File: src/rtl/triangle_plane_clip_defines.svh
// Assertion macros used by the back end of the triangle clipper.
`ifndef TRIANGLE_PLANE_CLIP_DEFINES_SVH
`define TRIANGLE_PLANE_CLIP_DEFINES_SVH
`ifndef SYNTHESIS
// Checks an expression at every rising clock edge outside reset.
`define TPC_ASSERT(lbl, expr, msg) \
    lbl: assert property (@(posedge i_clk) disable iff (!i_rst_n) (expr)) else $error(msg);
// Checks that a condition implies a consequence in the same cycle.
`define TPC_ASSERT_IMP(lbl, ante, cons, msg) \
    lbl: assert property (@(posedge i_clk) disable iff (!i_rst_n) (ante) |-> (cons)) \
        else $error(msg);
`else
`define TPC_ASSERT(lbl, expr, msg)
`define TPC_ASSERT_IMP(lbl, ante, cons, msg)
`endif
`endif

File: src/rtl/tpc_pkg.sv
// Shared types, constants and case tables of the triangle clipper.
package tpc_pkg;

    localparam int CoordBits  = 32;
    localparam int QueueDepth = 2;

    // Mask of clipped vertices, bit i set when distance i is negative.
    localparam logic [2:0] MASK_NONE = 3'd0;
    localparam logic [2:0] MASK_V0   = 3'd1;
    localparam logic [2:0] MASK_V1   = 3'd2;
    localparam logic [2:0] MASK_V01  = 3'd3;
    localparam logic [2:0] MASK_V2   = 3'd4;
    localparam logic [2:0] MASK_V02  = 3'd5;
    localparam logic [2:0] MASK_V12  = 3'd6;
    localparam logic [2:0] MASK_ALL  = 3'd7;

    typedef struct packed {
        logic [1:0] a_i;
        logic [1:0] a_j;
        logic [1:0] b_i;
        logic [1:0] b_j;
    } t_edges;

    localparam int EdgesBits = $bits(t_edges);

    typedef enum logic [2:0] {
        C_V0, C_V1, C_V2, C_A, C_B
    } t_corner;

    typedef struct packed {
        t_corner c0;
        t_corner c1;
        t_corner c2;
    } t_tri_sel;

    typedef enum logic [1:0] {
        LN_IDLE, LN_MUL, LN_DIV, LN_FIN
    } t_lane_st;

    typedef enum logic [1:0] {
        BK_IDLE, BK_CALC, BK_OUT0, BK_OUT1
    } t_back_st;

    // Endpoints of the two new edge points for each clip case.
    function automatic t_edges tpc_edges(input logic [2:0] mask);
        t_edges e;
        unique case (mask)
            MASK_V0, MASK_V12: e = '{a_i: 2'd0, a_j: 2'd1, b_i: 2'd0, b_j: 2'd2};
            MASK_V1, MASK_V02: e = '{a_i: 2'd0, a_j: 2'd1, b_i: 2'd1, b_j: 2'd2};
            MASK_V2:           e = '{a_i: 2'd1, a_j: 2'd2, b_i: 2'd0, b_j: 2'd2};
            MASK_V01:          e = '{a_i: 2'd0, a_j: 2'd2, b_i: 2'd1, b_j: 2'd2};
            default:           e = '{a_i: 2'd0, a_j: 2'd1, b_i: 2'd0, b_j: 2'd2};
        endcase
        return e;
    endfunction

    // Number of triangles that a clip case produces.
    function automatic logic [1:0] tpc_tri_count(input logic [2:0] mask);
        logic [1:0] n;
        unique case (mask)
            MASK_V0, MASK_V1, MASK_V2: n = 2'd2;
            MASK_ALL:                  n = 2'd0;
            default:                   n = 2'd1;
        endcase
        return n;
    endfunction

    // Corners of the first or second output triangle, winding preserved.
    function automatic t_tri_sel tpc_corners(input logic [2:0] mask, input logic second);
        t_tri_sel s;
        unique case (mask)
            MASK_V0:  s = second ? '{C_A, C_V2, C_B}  : '{C_A, C_V1, C_V2};
            MASK_V1:  s = second ? '{C_V2, C_A, C_B}  : '{C_V0, C_A, C_V2};
            MASK_V2:  s = second ? '{C_B, C_V1, C_A}  : '{C_V0, C_V1, C_B};
            MASK_V01: s = '{C_A, C_B, C_V2};
            MASK_V02: s = '{C_A, C_V1, C_B};
            MASK_V12: s = '{C_V0, C_A, C_B};
            default:  s = '{C_V0, C_V1, C_V2};
        endcase
        return s;
    endfunction

endpackage

File: src/rtl/tpc_queue.sv
// Short first-in first-out queue between the front and back ends.
module tpc_queue #(
    parameter int WIDTH = 8,
    parameter int DEPTH = tpc_pkg::QueueDepth
) (
    input  logic             i_clk,
    input  logic             i_rst_n,
    input  logic             i_push,
    input  logic [WIDTH-1:0] i_data,
    output logic             o_full,
    input  logic             i_pop,
    output logic             o_empty,
    output logic [WIDTH-1:0] o_data
);

    localparam int PW = (DEPTH > 1) ? $clog2(DEPTH) : 1;
    localparam int CW = $clog2(DEPTH + 1);

    logic [WIDTH-1:0] r_mem [DEPTH];
    logic [PW-1:0]    r_wptr, n_wptr;
    logic [PW-1:0]    r_rptr, n_rptr;
    logic [CW-1:0]    r_count, n_count;
    logic             do_push, do_pop;

    assign o_full  = (r_count == CW'(DEPTH));
    assign o_empty = (r_count == '0);
    assign o_data  = r_mem[r_rptr];
    assign do_push = i_push && !o_full;
    assign do_pop  = i_pop && !o_empty;

    // Pointer and fill count update.
    always_comb begin
        n_wptr  = r_wptr;
        n_rptr  = r_rptr;
        n_count = r_count;
        if (do_push) begin
            n_wptr = (r_wptr == PW'(DEPTH - 1)) ? '0 : r_wptr + 1'b1;
        end
        if (do_pop) begin
            n_rptr = (r_rptr == PW'(DEPTH - 1)) ? '0 : r_rptr + 1'b1;
        end
        if (do_push && !do_pop) begin
            n_count = r_count + 1'b1;
        end else if (do_pop && !do_push) begin
            n_count = r_count - 1'b1;
        end
    end

    always_ff @(posedge i_clk) begin
        if (!i_rst_n) begin
            r_wptr  <= '0;
            r_rptr  <= '0;
            r_count <= '0;
        end else begin
            r_wptr  <= n_wptr;
            r_rptr  <= n_rptr;
            r_count <= n_count;
        end
    end

    // Entry storage needs no reset.
    always_ff @(posedge i_clk) begin
        if (do_push) begin
            r_mem[r_wptr] <= i_data;
        end
    end

endmodule

File: config.mk
export PLATFORM = sky130hd
export DESIGN_NAME = tpc_queue
export DESIGN_NICKNAME = d
export VERILOG_FILES = /design/src/rtl/triangle_plane_clip_defines.svh /design/src/rtl/tpc_pkg.sv /design/src/rtl/tpc_queue.sv
export SDC_FILE = /design/constraint.sdc
export NUM_CORES = 1
export LEC_CHECK = 0
export BUFFER_PORTS_ARGS = -buffer_cell sky130_fd_sc_hd__buf_2
export CAP_MARGIN = 0
export CORE_UTILIZATION = 52
export DETAILED_ROUTE_END_ITERATION = 7
export PLACE_DENSITY = 0.88
export SETUP_SLACK_MARGIN = 0.1
export SYNTH_ARGS = -nofsm -noshare
export SYNTH_HDL_FRONTEND = slang
export SYNTH_SLANG_ARGS = --single-unit
File: constraint.sdc
create_clock -name i_clk -period 3.3 [get_ports i_clk]
set_input_delay 0.66 -clock i_clk [delete_from_list [all_inputs] [get_ports i_clk]]
set_output_delay 0.66 -clock i_clk [all_outputs]
set_load 0.01 [all_outputs]
# Yosys cells after proc, flatten, opt, wreduce, memory -nomap -nowiden

Memories as Yosys holds them, arrays and structs flattened. A register that Yosys moved wholly into a read port is not among the register bits.
Index checks and enable logic that the tools add are counted.

Register bits after elaboration: 4
Latch bits: 0
Memory bits (writable): 16
Memory bits (read-only): 0
Output and inout bits: 10
Word-level logic and storage cells: 27
Memories: 1

Add/sub/neg operators: 4
Multipliers: 0
Divide/modulo/power cells: 0
Order comparisons: 0
Equal/unequal tests: 1
Shift-type cells: 0
Mux-type cells: 8
Bitwise operators: 0
Reductions and logical operators: 10

Memory list:

| memory | words | width | read ports | clocked after memory_dff | write ports | line            | RTL |
|---|---|---|---|---|---|---|---|
| r_mem  | 2     | 8     | 1          | 1                        | 1           | tpc_queue.sv:19 | `logic [WIDTH-1:0] r_mem [DEPTH];` |

Operators with widths:

| kind                  | count |
|---|---|
| $mux W1               | 6 |
| $logic_and A1 B1 Y1   | 4 |
| $logic_not A1 Y1      | 4 |
| $mux W2               | 2 |
| $add A1 B1 Y1 const B | 2 |
| $add A2 B1 Y2 const B | 1 |
| $eq A2 B2 Y1 const B  | 1 |
| $logic_not A2 Y1      | 1 |
| $reduce_bool A2 Y1    | 1 |
| $sub A2 B1 Y2 const B | 1 |

# Longest topological paths before layout

Gate-level depths: netlist of the first run.

Depth in word-level cells: 7
Depth in mapped cells: 7
Gate-level depth less buffers: 7

# Worst setup path after synthesis of the first run

Ideal clock, no wire load.

Path type: in2reg
Start: input i_pop
End: register r_count[1]
Setup time: 0.070 ns
Arrival time: 1.523 ns
Required time: 3.230 ns
Setup slack: 1.707 ns
Cell stages on the path: 4
Path buffers: 0
Cells stage by stage: o21ai_1 > ha_1 > or3_1 > a21boi_1

Cells in the longest elaborated chain, start to end: 4
Elaborated cells on any way between the ends: 6

RTL lines:

| what                                          | line            | RTL |
|---|---|---|
| start, declared                               | tpc_queue.sv:11 | `input logic i_pop,` |
| $logic_and A1 B1 Y1 (*)                       | tpc_queue.sv:29 | `assign do_pop = i_pop && !o_empty;` |
| $logic_not A1 Y1                              | tpc_queue.sv:42 | `if (do_push && !do_pop) begin` |
| $logic_and A1 B1 Y1                           | tpc_queue.sv:42 |  |
| $mux W2 or $reduce_bool A2 Y1 (tied branches) | n/a             |  |
| end signal, assigned                          | tpc_queue.sv:57 | `r_count <= n_count;` |
| end, declared                                 | tpc_queue.sv:22 | `logic [CW-1:0] r_count, n_count;` |

Every way passes the cells marked *; elsewhere a longest branch is shown, timed or not.
A chain may end at the register's enable or synchronous reset.

==> metrics.md, run 1 <==
| Metric | Value |
|---|---|
| Static Leak | 0.3790 nW |
| Share of cells above drive strength 1 | 0.4595 |
| Latest clock arrival within the worst-skew pair | roughly 0.29 ns |
| Post-Route M1 WL | 510 µm |
| Hold path startpoint | r_count[1] |
| Dpl hpwl | ~940 µm |
| Reg2Reg Depth | 6 |
| Final number of setup-violating endpoints | 0 |
| Ys Warns | 0 |
| First-pass GRT wire length | 2035 µm |
| Top FF cell, synth | edfxtp_1 |
| CTS Sinks | 21 |
| Synthesized area | 809.5 µm² |
| RSZ-0062 raised after global routing | no |
| Die Ht | 41.46 µm |
| DRC errors left | 0 |
| Cts hold-fix bufs | 0 |
| Fmax | between 400 and 500 MHz |
| Hold Path Class | reg2reg |
| Distinct cell type count after synthesis | 20 |
| Status | complete, no violations |
| Row count | 13 |
| Maxcap violations | 0 |
| I/O Buffers | 21 |
| Synth area leader | edfxtp_1 |
| Worst vdd ir | 0.5318 mV |
| Routed length on met2 | 644 µm |
| Routed met3 length | 70 µm |
| WL final | between 1000 and 1500 µm |
| Io pins | 22 |
| Core area | about 1400 µm² |
| Crit end category | output port |
| CTS resizes | 0 |
| Seq cells post-synth | 21 |
| Critical path arrival | 1.35 ns |
| Top-count cell post-synth | edfxtp_1 |
| Routed Antenna Nets | 0 |
| Final Util | 0.6987 |
| Hold slack | 0.5431 ns |
| Die W | 41.46 µm |
| Fin nets | just under 90 |
| Final Hold Vio Count | 0 |
| Seq/Total Area, Yosys | 0.7172 |
| Depth of the CTS H-tree | 1 |
| Post-CTS Repair Setup Buffers | 0 |
| Crit path kind | reg2out |
| Syn nets | 63 |
| FF-to-FF End | r_count[1] |
| Synthesized instance count | 50 |
| FILL cells | 95 |
| Vias in the first global route | roughly 480 |
| DR pass1 iterations | 5 |
| ANT cells | 0 |
| Hold endpoint | r_count[1] |
| CP Max Fanout | 8 |
| Highest metal used | met4 |
| Cts bufs inserted | 3 |
| Initial Util | 0.5925 |
| CTS Buffer Depth | 2 |
| Slew margin rel. | 0.5287 |
| CP Launch Type | register |
| Hold depth | 2 |
| GRT overflow | 0 |
| Pwr dens | 741.9 nW/µm² |
| Post-synth top cells | edfxtp_1 (16), mux2_2 (8), dfxtp_1 (5) |
| Top cells by area, synth | edfxtp_1 (59%), dfxtp_1 (12%), mux2_2 (11%), and2_1 (2.3%), xnor2_1 (2.2%) |
| Slew Limit Fails | 0 |
| EDFF count, synth | 16 |
| Via density | 5.303 |
| Clock transition at path regs | around 0.11 ns |
| Post-synthesis async set-or-reset flop share | 0 |
| RePlAce Congestion | 0.6510 |
| Clk_skew | 0.004252 ns |
| Mean Syn Cell Area | 16.19 µm² |
| Share of the synthesized area in the top cell type | 0.5935 |
| CP Data Required Time | about 2.6 ns |
| Maximum number of pins on one net before global-route repair | 12 |
| Least-Margin Pin Slew | 0.7031 ns |
| R2R Path Start | r_count[0] |
| DR vias | 472 |
| TritonCTS clock tree | done |
| Initial DRC count | 29 |
| Tmin final | 2.012 ns |
| Die area | 1719 µm² |
| WL/cell | roughly 14 µm |
| All-Layer GR Usage | 0.1567 |
| Initial antenna violation count | 0 |
| Synth-to-layout area growth | 17.93% |
| Reg-to-reg slack, setup | around 1.7 ns |
| Sum of negative setup slack | 0 ns |
| Clock root buffer | clkbuf_4 |
| Final Cycle Share | 0.6096 |
## layout by cell type, fill, tap and decap left out, types with 2 or more instances in the layout
master    count
and2_1        3
buf_2        21
clkbuf_4      3
dfxtp_1       5
edfxtp_1     16
mux2_2        8
nor2_1        2
xnor2_1       2
## per-stage QoR
step	setup slack (ns)	area (µm²)	cells	total power [mW]
2_1_floorplan	1.707	809.5	50	0.5277
3_3_place_gp	1.532	928.4	85	0.5910
3_5_place_dp	1.515	928.4	85	0.6022
4_1_cts	1.270	954.7	89	0.7131
5_1_grt	1.200	954.7	89	0.7510
6_report	1.288	954.7	89	0.7083
## worst max-delay path, stage by stage (launching register included)
cell and delay (ns):
dfxtp_1 0.54, mux2_2 0.38, buf_2 0.14
## state kept, by name, indices dropped and copies added (netlist names), named ones only
| name | flops |
|---|---|
| r_mem | 16 |
| r_wptr | 1 |
| r_rptr | 1 |
| r_count | 2 |
## layout make-up
type                    instances  area [µm²]  share of cell area
well taps                      15       18.77             0.01966
multi-input cells              26       216.5              0.2267
repair buffers                 21       105.1              0.1101
inverters                       2       7.507            0.007864
flip-flops and latches         21       580.6              0.6081
clock buffers                   4       26.28             0.02752
## report_power, final
part | switching [mW] | total [mW] | internal (mW)
clock network | 0.0680 | 0.115 | 0.0469
logic | 0.105 | 0.219 | 0.114
registers | 0.0365 | 0.374 | 0.338
## per-layer routing
layer  vias to the layer above  GRT usage
met1                       217     0.1929
met5                         -          0
met2                        19     0.2625
met3                         2    0.04348
li1                        234          -
met4                         0    0.05806
## logic make-up (layout without fill, tap and decap cells)
family | Yosys count | in the layout | share of synthesized area
buffers and inverters | 3 | 27 | 0.01544
AND/OR/NAND/NOR | 9 | 9 | 0.06803
adder cells (fa/ha/maj) | 1 | 1 | 0.01545
AO/OA/AOI/OAI | 5 | 5 | 0.04018
multiplexers | 8 | 8 | 0.1113
flip-flops | 21 | 21 | 0.7172
XOR/XNOR | 3 | 3 | 0.03246
## worst max-delay path by stage
stage | startpoint | to | slack [ns] | cells after the start
global route | register | o_data[3] | 1.20 | 2
floorplan | i_pop | r_count[1] | 1.71 | 4
CTS | register | o_data[1] | 1.27 | 2
finish | register | o_data[3] | 1.29 | 2
detailed placement | i_push | r_mem[0][0] | 1.52 | 3
global placement | i_push | r_mem[0][5] | 1.53 | 3
(Power assumes the default switching activity.)
==> run 2: changes to the inputs <==
--- a/config.mk
+++ b/config.mk
@@ -5,11 +5,12 @@
 export SDC_FILE = /design/constraint.sdc
 export NUM_CORES = 1
 export LEC_CHECK = 0
+export ABC_AREA = 1
 export BUFFER_PORTS_ARGS = -buffer_cell sky130_fd_sc_hd__buf_2
 export CAP_MARGIN = 0
-export CORE_UTILIZATION = 52
+export CORE_UTILIZATION = 49
 export DETAILED_ROUTE_END_ITERATION = 7
-export PLACE_DENSITY = 0.88
+export PLACE_DENSITY = 0.84
 export SETUP_SLACK_MARGIN = 0.1
 export SYNTH_ARGS = -nofsm -noshare
 export SYNTH_HDL_FRONTEND = slang
==> constraint.sdc (replaced) <==
create_clock -name i_clk -period 1.9 [get_ports i_clk]
set_input_delay 0.38 -clock i_clk [delete_from_list [all_inputs] [get_ports i_clk]]
set_output_delay 0.38 -clock i_clk [all_outputs]
set_load 0.01 [all_outputs]
==> run 2 against run 1 <==
  * Synthesized cell count is 26% higher
  * Worst setup slack worse by 1.0 ns
  * Critical endpoint is now o_data[4]
  * Via count increased by 13%
  * Highest routed layer unchanged
  * First-iteration DRC count shrank 52%
  * Sequential share of layout area decreased by 1.9 points
  * Critical path type unchanged
==> metrics.md, run 2 <==
| Metric | Value |
|---|---|
| Hold Path Class | in2reg (was reg2reg) |
| Via density | 5.086 (was 5.303) |
| Slew Limit Fails | 0 (unchanged) |
| Distinct cell type count after synthesis | 15 (was 20) |
| Synthesized area | 823.3 µm² (was 809.5 µm²) |
| DR vias | 534 (was 472) |
| Final Cycle Share | 0.8599 |
| Initial DRC count | 14 (was 29) |
| Final Hold Vio Count | 0 (unchanged) |
| Hold depth | 1 (was 2) |
| Power, Total | 1.228 mW (was 0.7083 mW) |
| Post-synthesis async set-or-reset flop share | 0 (unchanged) |
| TritonCTS clock tree | done (unchanged) |
| Clk_skew | 0.004814 ns (was 0.004252 ns) |
| Ys Warns | 0 (unchanged) |
| Place WS | 0.4627 ns (was 1.515 ns) |
| Reg-to-reg slack, setup | 0.46 ns (was 1.72 ns) |
| Vias in the first global route | 524 (was 477) |
| Top cells by area, synth | edfxtp_1 (58%), dfxtp_1 (12%), mux2_2 (11%), nor2_1 (4.6%), inv_1 (3.6%) (was edfxtp_1 (59%), dfxtp_1 (12%), mux2_2 (11%), and2_1 (2.3%), xnor2_1 (2.2%)) |
| Latest clock arrival within the worst-skew pair | 0.29 ns (about the same) |
| Cts hold-fix bufs | 0 (unchanged) |
| Crit path kind | reg2out (unchanged) |
| CTS Buffer Depth | 2 (unchanged) |
| Worst vdd ir | 0.6929 mV (was 0.5318 mV) |
| Post-route cell area | 987.2 µm² (was 954.7 µm²) |
| Top reg by flops | r_mem (unchanged) |
| Core area | 1541 µm² (was 1366 µm²) |
| Most frequent cells in the layout | buf_2 (21), edfxtp_1 (16), nor2_1 (10) (was buf_2 (21), edfxtp_1 (16), mux2_2 (8)) |
| WL/cell | 11.98 µm (was 13.85 µm) |
| Static Leak | 0.4212 nW (was 0.3790 nW) |
| Crit end category | output port (unchanged) |
| DRC errors left | 0 (unchanged) |
| Hold endpoint | r_mem[1][4] (was r_count[1]) |
| Row count | 14 (was 13) |
| Reg2Reg Depth | 9 (was 6) |
| Top FF cell, synth | edfxtp_1 (unchanged) |
| Io pins | 22 (unchanged) |
| Final Util | 0.6404 (was 0.6987) |
| Initial antenna violation count | 0 (unchanged) |
| CP Launch Type | register (unchanged) |
| ANT cells | 0 (unchanged) |
| Synth-to-layout area growth | 19.91% (was 17.93%) |
| DR pass1 iterations | 4 (was 5) |
| Initial Util | 0.5341 (was 0.5925) |
| CP Data Required Time | 1.52 ns (was 2.64 ns) |
| Top-count cell post-synth | edfxtp_1 (unchanged) |
| CTS Sinks | 21 (unchanged) |
| RSZ-0062 raised after global routing | no (unchanged) |
| Die W | 42.99 µm (was 41.46 µm) |
| All-Layer GR Usage | 0.1575 (was 0.1567) |
| WL final | 1258 µm (was 1233 µm) |
| RePlAce Congestion | 0.7209 (was 0.6510) |
| Pwr dens | 1244 nW/µm² (was 741.9 nW/µm²) |
| Share of the synthesized area in the top cell type | 0.5836 (was 0.5935) |
| Fmax | around 610 MHz |
| Seq/Total Area, Yosys | 0.7052 (was 0.7172) |
| Final number of setup-violating endpoints | 0 (unchanged) |
| Synth area leader | edfxtp_1 (unchanged) |
| Maximum number of pins on one net before global-route repair | 13 (was 12) |
| Syn nets | 76 (was 63) |
| Critical path arrival | 1.25 ns (was 1.35 ns) |
| Seq cells post-synth | 21 (unchanged) |
| Final worst slack | 0.2662 ns (was 1.288 ns) |
| Slew margin rel. | 0.8662 (was 0.5287) |
| Placed insts | 101 (was 85) |
| Routed Antenna Nets | 0 (unchanged) |
| Die area | 1848 µm² (was 1719 µm²) |
| Share of cells above drive strength 1 | 0.4382 (was 0.4595) |
| Mean Syn Cell Area | 13.07 µm² (was 16.19 µm²) |
| Clock root buffer | clkbuf_4 (unchanged) |
| EDFF count, synth | 16 (unchanged) |
| Synthesized instance count | 63 (was 50) |
| Maxcap violations | 0 (unchanged) |
| Hold slack | 0.2644 ns (was 0.5431 ns) |
| First-pass GRT wire length | 2070 µm (was 2035 µm) |
| Placed cell areas | 958.4 µm² (was 928.4 µm²) |
| Status | complete, no violations (unchanged) |
| Fin nets | 103 (was 88) |
| FF-to-FF End | r_count[1] (unchanged) |
| Cts bufs inserted | 3 (unchanged) |
| Die Ht | 42.99 µm (was 41.46 µm) |
| GRT overflow | 0 (unchanged) |
| Commonest non-fill, non-tap cell in the layout | buf_2 (unchanged) |
| Tmin final | 1.634 ns |
| R2R Path Start | r_count[0] (unchanged) |
| Least-Margin Pin Slew | 0.2004 ns (was 0.7031 ns) |
| Biggest regs | r_mem (16), r_count (2) (unchanged) |
| I/O Buffers | 21 (unchanged) |
| Dpl hpwl | 945.8 µm (was 935.2 µm) |
| CP Max Fanout | 8 (unchanged) |
| Clock transition at path regs | 0.11 ns (about the same) |
| Hold path startpoint | i_data[4] (was r_count[1]) |
| Post-Layout Cell Count | 105 (was 89) |
| Max FFs per register | 16 (unchanged) |
| Depth of the CTS H-tree | 1 (unchanged) |
| Sum of negative setup slack | 0 ns (unchanged) |
| Post-synth top cells | edfxtp_1 (16), nor2_1 (10), inv_1 (8), mux2_2 (8), nand2_1 (6) (was edfxtp_1 (16), mux2_2 (8), dfxtp_1 (5)) |
[run 2: how the worst max path moves through the flow]
stage	startpoint	to	slack (ns)
global placement	register	o_data[5]	0.50
finish	register	o_data[4]	0.27
CTS	register	o_data[4]	0.11
detailed placement	register	o_data[4]	0.46
global route	register	o_data[4]	0.20
floorplan	r_count[0]	r_count[1]	0.58
[run 2: worst max-delay path, stage by stage, from the launching register on]
cell and delay, ns:
dfxtp_2 0.45, mux2_2 0.36, buf_2 0.14
[run 2: where the power goes]
group,total (mW),switching [mW],internal (mW)
Clock,0.204,0.126,0.0783
Sequential,0.643,0.0559,0.587
Combinational,0.381,0.208,0.174
Total,1.23,0.389,0.839
[run 2: cell type report]
| type | instances | area, µm² |
|---|---|---|
| inverter | 9 | 33.78 |
| tap | 16 | 20.02 |
| clock buffer | 3 | 22.52 |
| timing repair buffer | 23 | 120.1 |
| clock inverter | 1 | 5.005 |
| fill | 127 | 554.3 |
| sequential | 21 | 581.8 |
| multi-input combinational | 32 | 203.9 |
[run 2: layer usage]
layer / up-vias / routed length (µm) / GRT usage
met5: - / 0 / 0
met2: 15 / 689 / 0.2848
li1: 266 / - / -
met1: 251 / 478 / 0.1624
met4: 0 / 6 / 0.09091
met3: 2 / 84 / 0.03830
[run 2: kinds of logic (layout without fill, tap and decap cells)]
group                    Yosys count  count (layout)  synth area share
adder cells (fa/ha/maj)            1               1           0.01520
AO/OA/AOI/OAI                      4               4           0.02887
multiplexers                       8               8            0.1094
AND/OR/NAND/NOR                   19              19           0.09423
flip-flops                        21              21            0.7052
buffers and inverters             10              36           0.04710
[run 2: what timing repair did]
action / 4_1_cts / 5_1_grt
buffers inserted: 0 / 0
gates resized for setup: 0 / 1
endpoints found under the setup margin: 0 / 8
==> run 3: changes to the inputs <==
--- a/config.mk
+++ b/config.mk
@@ -5,9 +5,9 @@
 export SDC_FILE = /design/constraint.sdc
 export NUM_CORES = 1
 export LEC_CHECK = 0
-export ABC_AREA = 1
 export BUFFER_PORTS_ARGS = -buffer_cell sky130_fd_sc_hd__buf_2
 export CAP_MARGIN = 0
+export CORE_MARGIN = 2
 export CORE_UTILIZATION = 49
 export DETAILED_ROUTE_END_ITERATION = 7
 export PLACE_DENSITY = 0.84
==> run 3 against run 2 <==
  * Clock skew shrank 0.0040 ns
  * Via count shrank 13%
  * Final cell count shrank 13%
  * First-iteration DRC count shrank 71%
  * Utilization shrank 0.66 points
  * Routed wire length shrank 11%
  * Fmax grew 1.5%
  * Sequential share of layout area grew 1.3 points
  * Power grew 0.41%
  * Critical path type unchanged
  * Largest cell class unchanged
==> metrics.md, run 3 (synthesized netlist as in run 1, its figures left out) <==
| Metric | Value |
|---|---|
| Status | complete, no violations (unchanged) |
| Tmin final | 1.610 ns (was 1.634 ns) |
| Depth of the CTS H-tree | 1 (unchanged) |
| Crit path cell chain | mux2_2 -> buf_2 (unchanged) |
| DR pass1 iterations | 3 (was 4) |
| Vias in the first global route | 452 (was 524) |
| Least-Margin Pin Slew | 0.3932 ns (was 0.2004 ns) |
| Share of cells above drive strength 1 | 0.4933 (was 0.4382) |
| Fmax | 621.2 MHz (was 612.1 MHz) |
| Initial Util | 0.5312 (was 0.5341) |
| Io pins | 22 (unchanged) |
| Pwr dens | 1277 nW/µm² (was 1244 nW/µm²) |
| Hold Path Class | in2reg (unchanged) |
| CTS Sinks | 21 (unchanged) |
| Post-CTS Repair Setup Buffers | 0 (unchanged) |
| Comb pwr share | 0.315 (was 0.310) |
| Crit end category | output port (unchanged) |
| Critical path arrival | 1.23 ns (was 1.25 ns) |
| Die area | 1993 µm² (was 1848 µm²) |
| Core area | 1524 µm² (was 1541 µm²) |
| Maximum number of pins on one net before global-route repair | 13 (unchanged) |
| RSZ-0062 raised after global routing | no (unchanged) |
| I/O Buffers | 21 (unchanged) |
| CTS resizes | 0 (unchanged) |
| Clock power frac | 0.159 (was 0.166) |
| CTS Buffer Depth | 2 (unchanged) |
| CP max stage delay | 0.45 ns (about the same) |
| Worst vdd ir | 0.7350 mV (was 0.6929 mV) |
| Delay-heaviest family, CP | flip-flops (unchanged) |
| Synth-to-layout area growth | 19.32% (was 19.91%) |
| TritonCTS clock tree | done (unchanged) |
| Initial DRC count | 4 (was 14) |
| Dpl hpwl | 836.7 µm (was 945.8 µm) |
| Static Leak | 0.3871 nW (was 0.4212 nW) |
| Sum of negative setup slack | 0 ns (unchanged) |
| DRC errors left | 0 (unchanged) |
| Pint | 0.8716 mW (was 0.8392 mW) |
| Net Sw Power | 0.3619 mW (was 0.3892 mW) |
| Final Cycle Share | 0.8472 (was 0.8599) |
| Latest clock arrival within the worst-skew pair | 0.28 ns (was 0.29 ns) |
| Sequential power share | 0.525 (was 0.524) |
| Commonest non-fill, non-tap cell in the layout | buf_2 (unchanged) |
| WL final | 1118 µm (was 1258 µm) |
| Die W | 44.65 µm (was 42.99 µm) |
| Cts hold-fix bufs | 0 (unchanged) |
| Max FFs per register | 16 (unchanged) |
| Top reg by flops | r_mem (unchanged) |
| Slowest-stage cell, CP | dfxtp_2 (unchanged) |
| All-Layer GR Usage | 0.1239 (was 0.1575) |
| CP bufs+invs | 1 (unchanged) |
| Routed Antenna Nets | 0 (unchanged) |
| Via density | 5.121 (was 5.086) |
| CP Data Required Time | 1.52 ns (about the same) |
| Crit path kind | reg2out (unchanged) |
| Fin nets | 89 (was 103) |
| Clock transition at path regs | 0.11 ns (about the same) |
| Die Ht | 44.65 µm (was 42.99 µm) |
| Slew margin rel. | 0.7379 (was 0.8662) |
| Clock root buffer | clkbuf_4 (unchanged) |
| Most frequent cells in the layout | buf_2 (21), edfxtp_1 (16), mux2_2 (8) (was buf_2 (21), edfxtp_1 (16), nor2_1 (10)) |
| DR vias | 466 (was 534) |
| Power, Total | 1.233 mW (was 1.228 mW) |
| GRT overflow | 0 (unchanged) |
| Maxcap violations | 0 (unchanged) |
| CP Max Fanout | 8 (unchanged) |
| Hold slack | 0.2726 ns (was 0.2644 ns) |
| Final Hold Vio Count | 0 (unchanged) |
| Cts bufs inserted | 3 (unchanged) |
| Clk_skew | 0.0007997 ns (was 0.004814 ns) |
| ANT cells | 0 (unchanged) |
| Initial antenna violation count | 0 (unchanged) |
| Row count | 14 (unchanged) |
| CP Launch Type | register (unchanged) |
| WL/cell | 12.29 µm (was 11.98 µm) |
| Biggest regs | r_mem (16), r_count (2) (unchanged) |
| Final number of setup-violating endpoints | 0 (unchanged) |
| RePlAce Congestion | 0.6646 (was 0.7209) |
| First-pass GRT wire length | 1690 µm (was 2070 µm) |
| Slew Limit Fails | 0 (unchanged) |
| Sw Ratio | 0.2934 (was 0.3168) |
[run 3: cell count changes in the layout (fill, tap and decap cells not counted), sizes merged, moves of 2 or more]
cell / delta
a21boi: +2
and2: +3
xnor2: +2
inv: -7
nor2: -9
nand2: -6
[run 3: cell type report]
class                   count  area [µm²]
inverters                   2       7.507
repair buffers             22       112.6
clock inverters             1       5.005
clock buffers               3       22.52
well taps                  16       20.02
fillers                   116       558.0
flip-flops and latches     21       581.8
multi-input cells          26       216.5
[run 3: path summary, 6_finish.rpt]
| path | from | cells past startpoint | endpoint | slack, ns |
|---|---|---|---|---|
| max | register | 2 | o_data[4] | 0.29 |
| min reg2reg | r_count[1] | 2 | r_count[1] | 0.54 |
| max reg2reg | r_count[0] | 6 | r_count[1] | 0.32 |
| min | i_data[6] | 1 | r_mem[0][6] | 0.27 |
[run 3: routing by layer]
| metal | vias to the layer above | track usage | share of wire |
|---|---|---|---|
| met5 | - | 0 | 0 |
| met4 | 0 | 0.05455 | 0.0045 |
| met3 | 2 | 0.05306 | 0.081 |
| met2 | 16 | 0.2087 | 0.48 |
| met1 | 215 | 0.1344 | 0.43 |
| li1 | 233 | - | - |
[run 3: power groups by stage]
stage	Clock [mW]	Combinational [mW]	Sequential [mW]
3_3_place_gp	0	0.378	0.653
4_1_cts	0.209	0.395	0.649
3_5_place_dp	0	0.391	0.658
2_1_floorplan	0	0.290	0.626
5_1_grt	0.223	0.424	0.661
6_report	0.197	0.389	0.648
[run 3: metrics by stage]
stage	worst slack, ns	util	instances	cell area, µm²
2_1_floorplan	0.4290	-	50	809.5
5_1_grt	0.2061	0.6338	91	965.9
6_report	0.2903	0.6338	91	965.9
4_1_cts	0.1249	0.6330	91	964.7
3_5_place_dp	0.3228	0.6149	87	937.1
3_3_place_gp	0.4219	0.6149	87	937.1
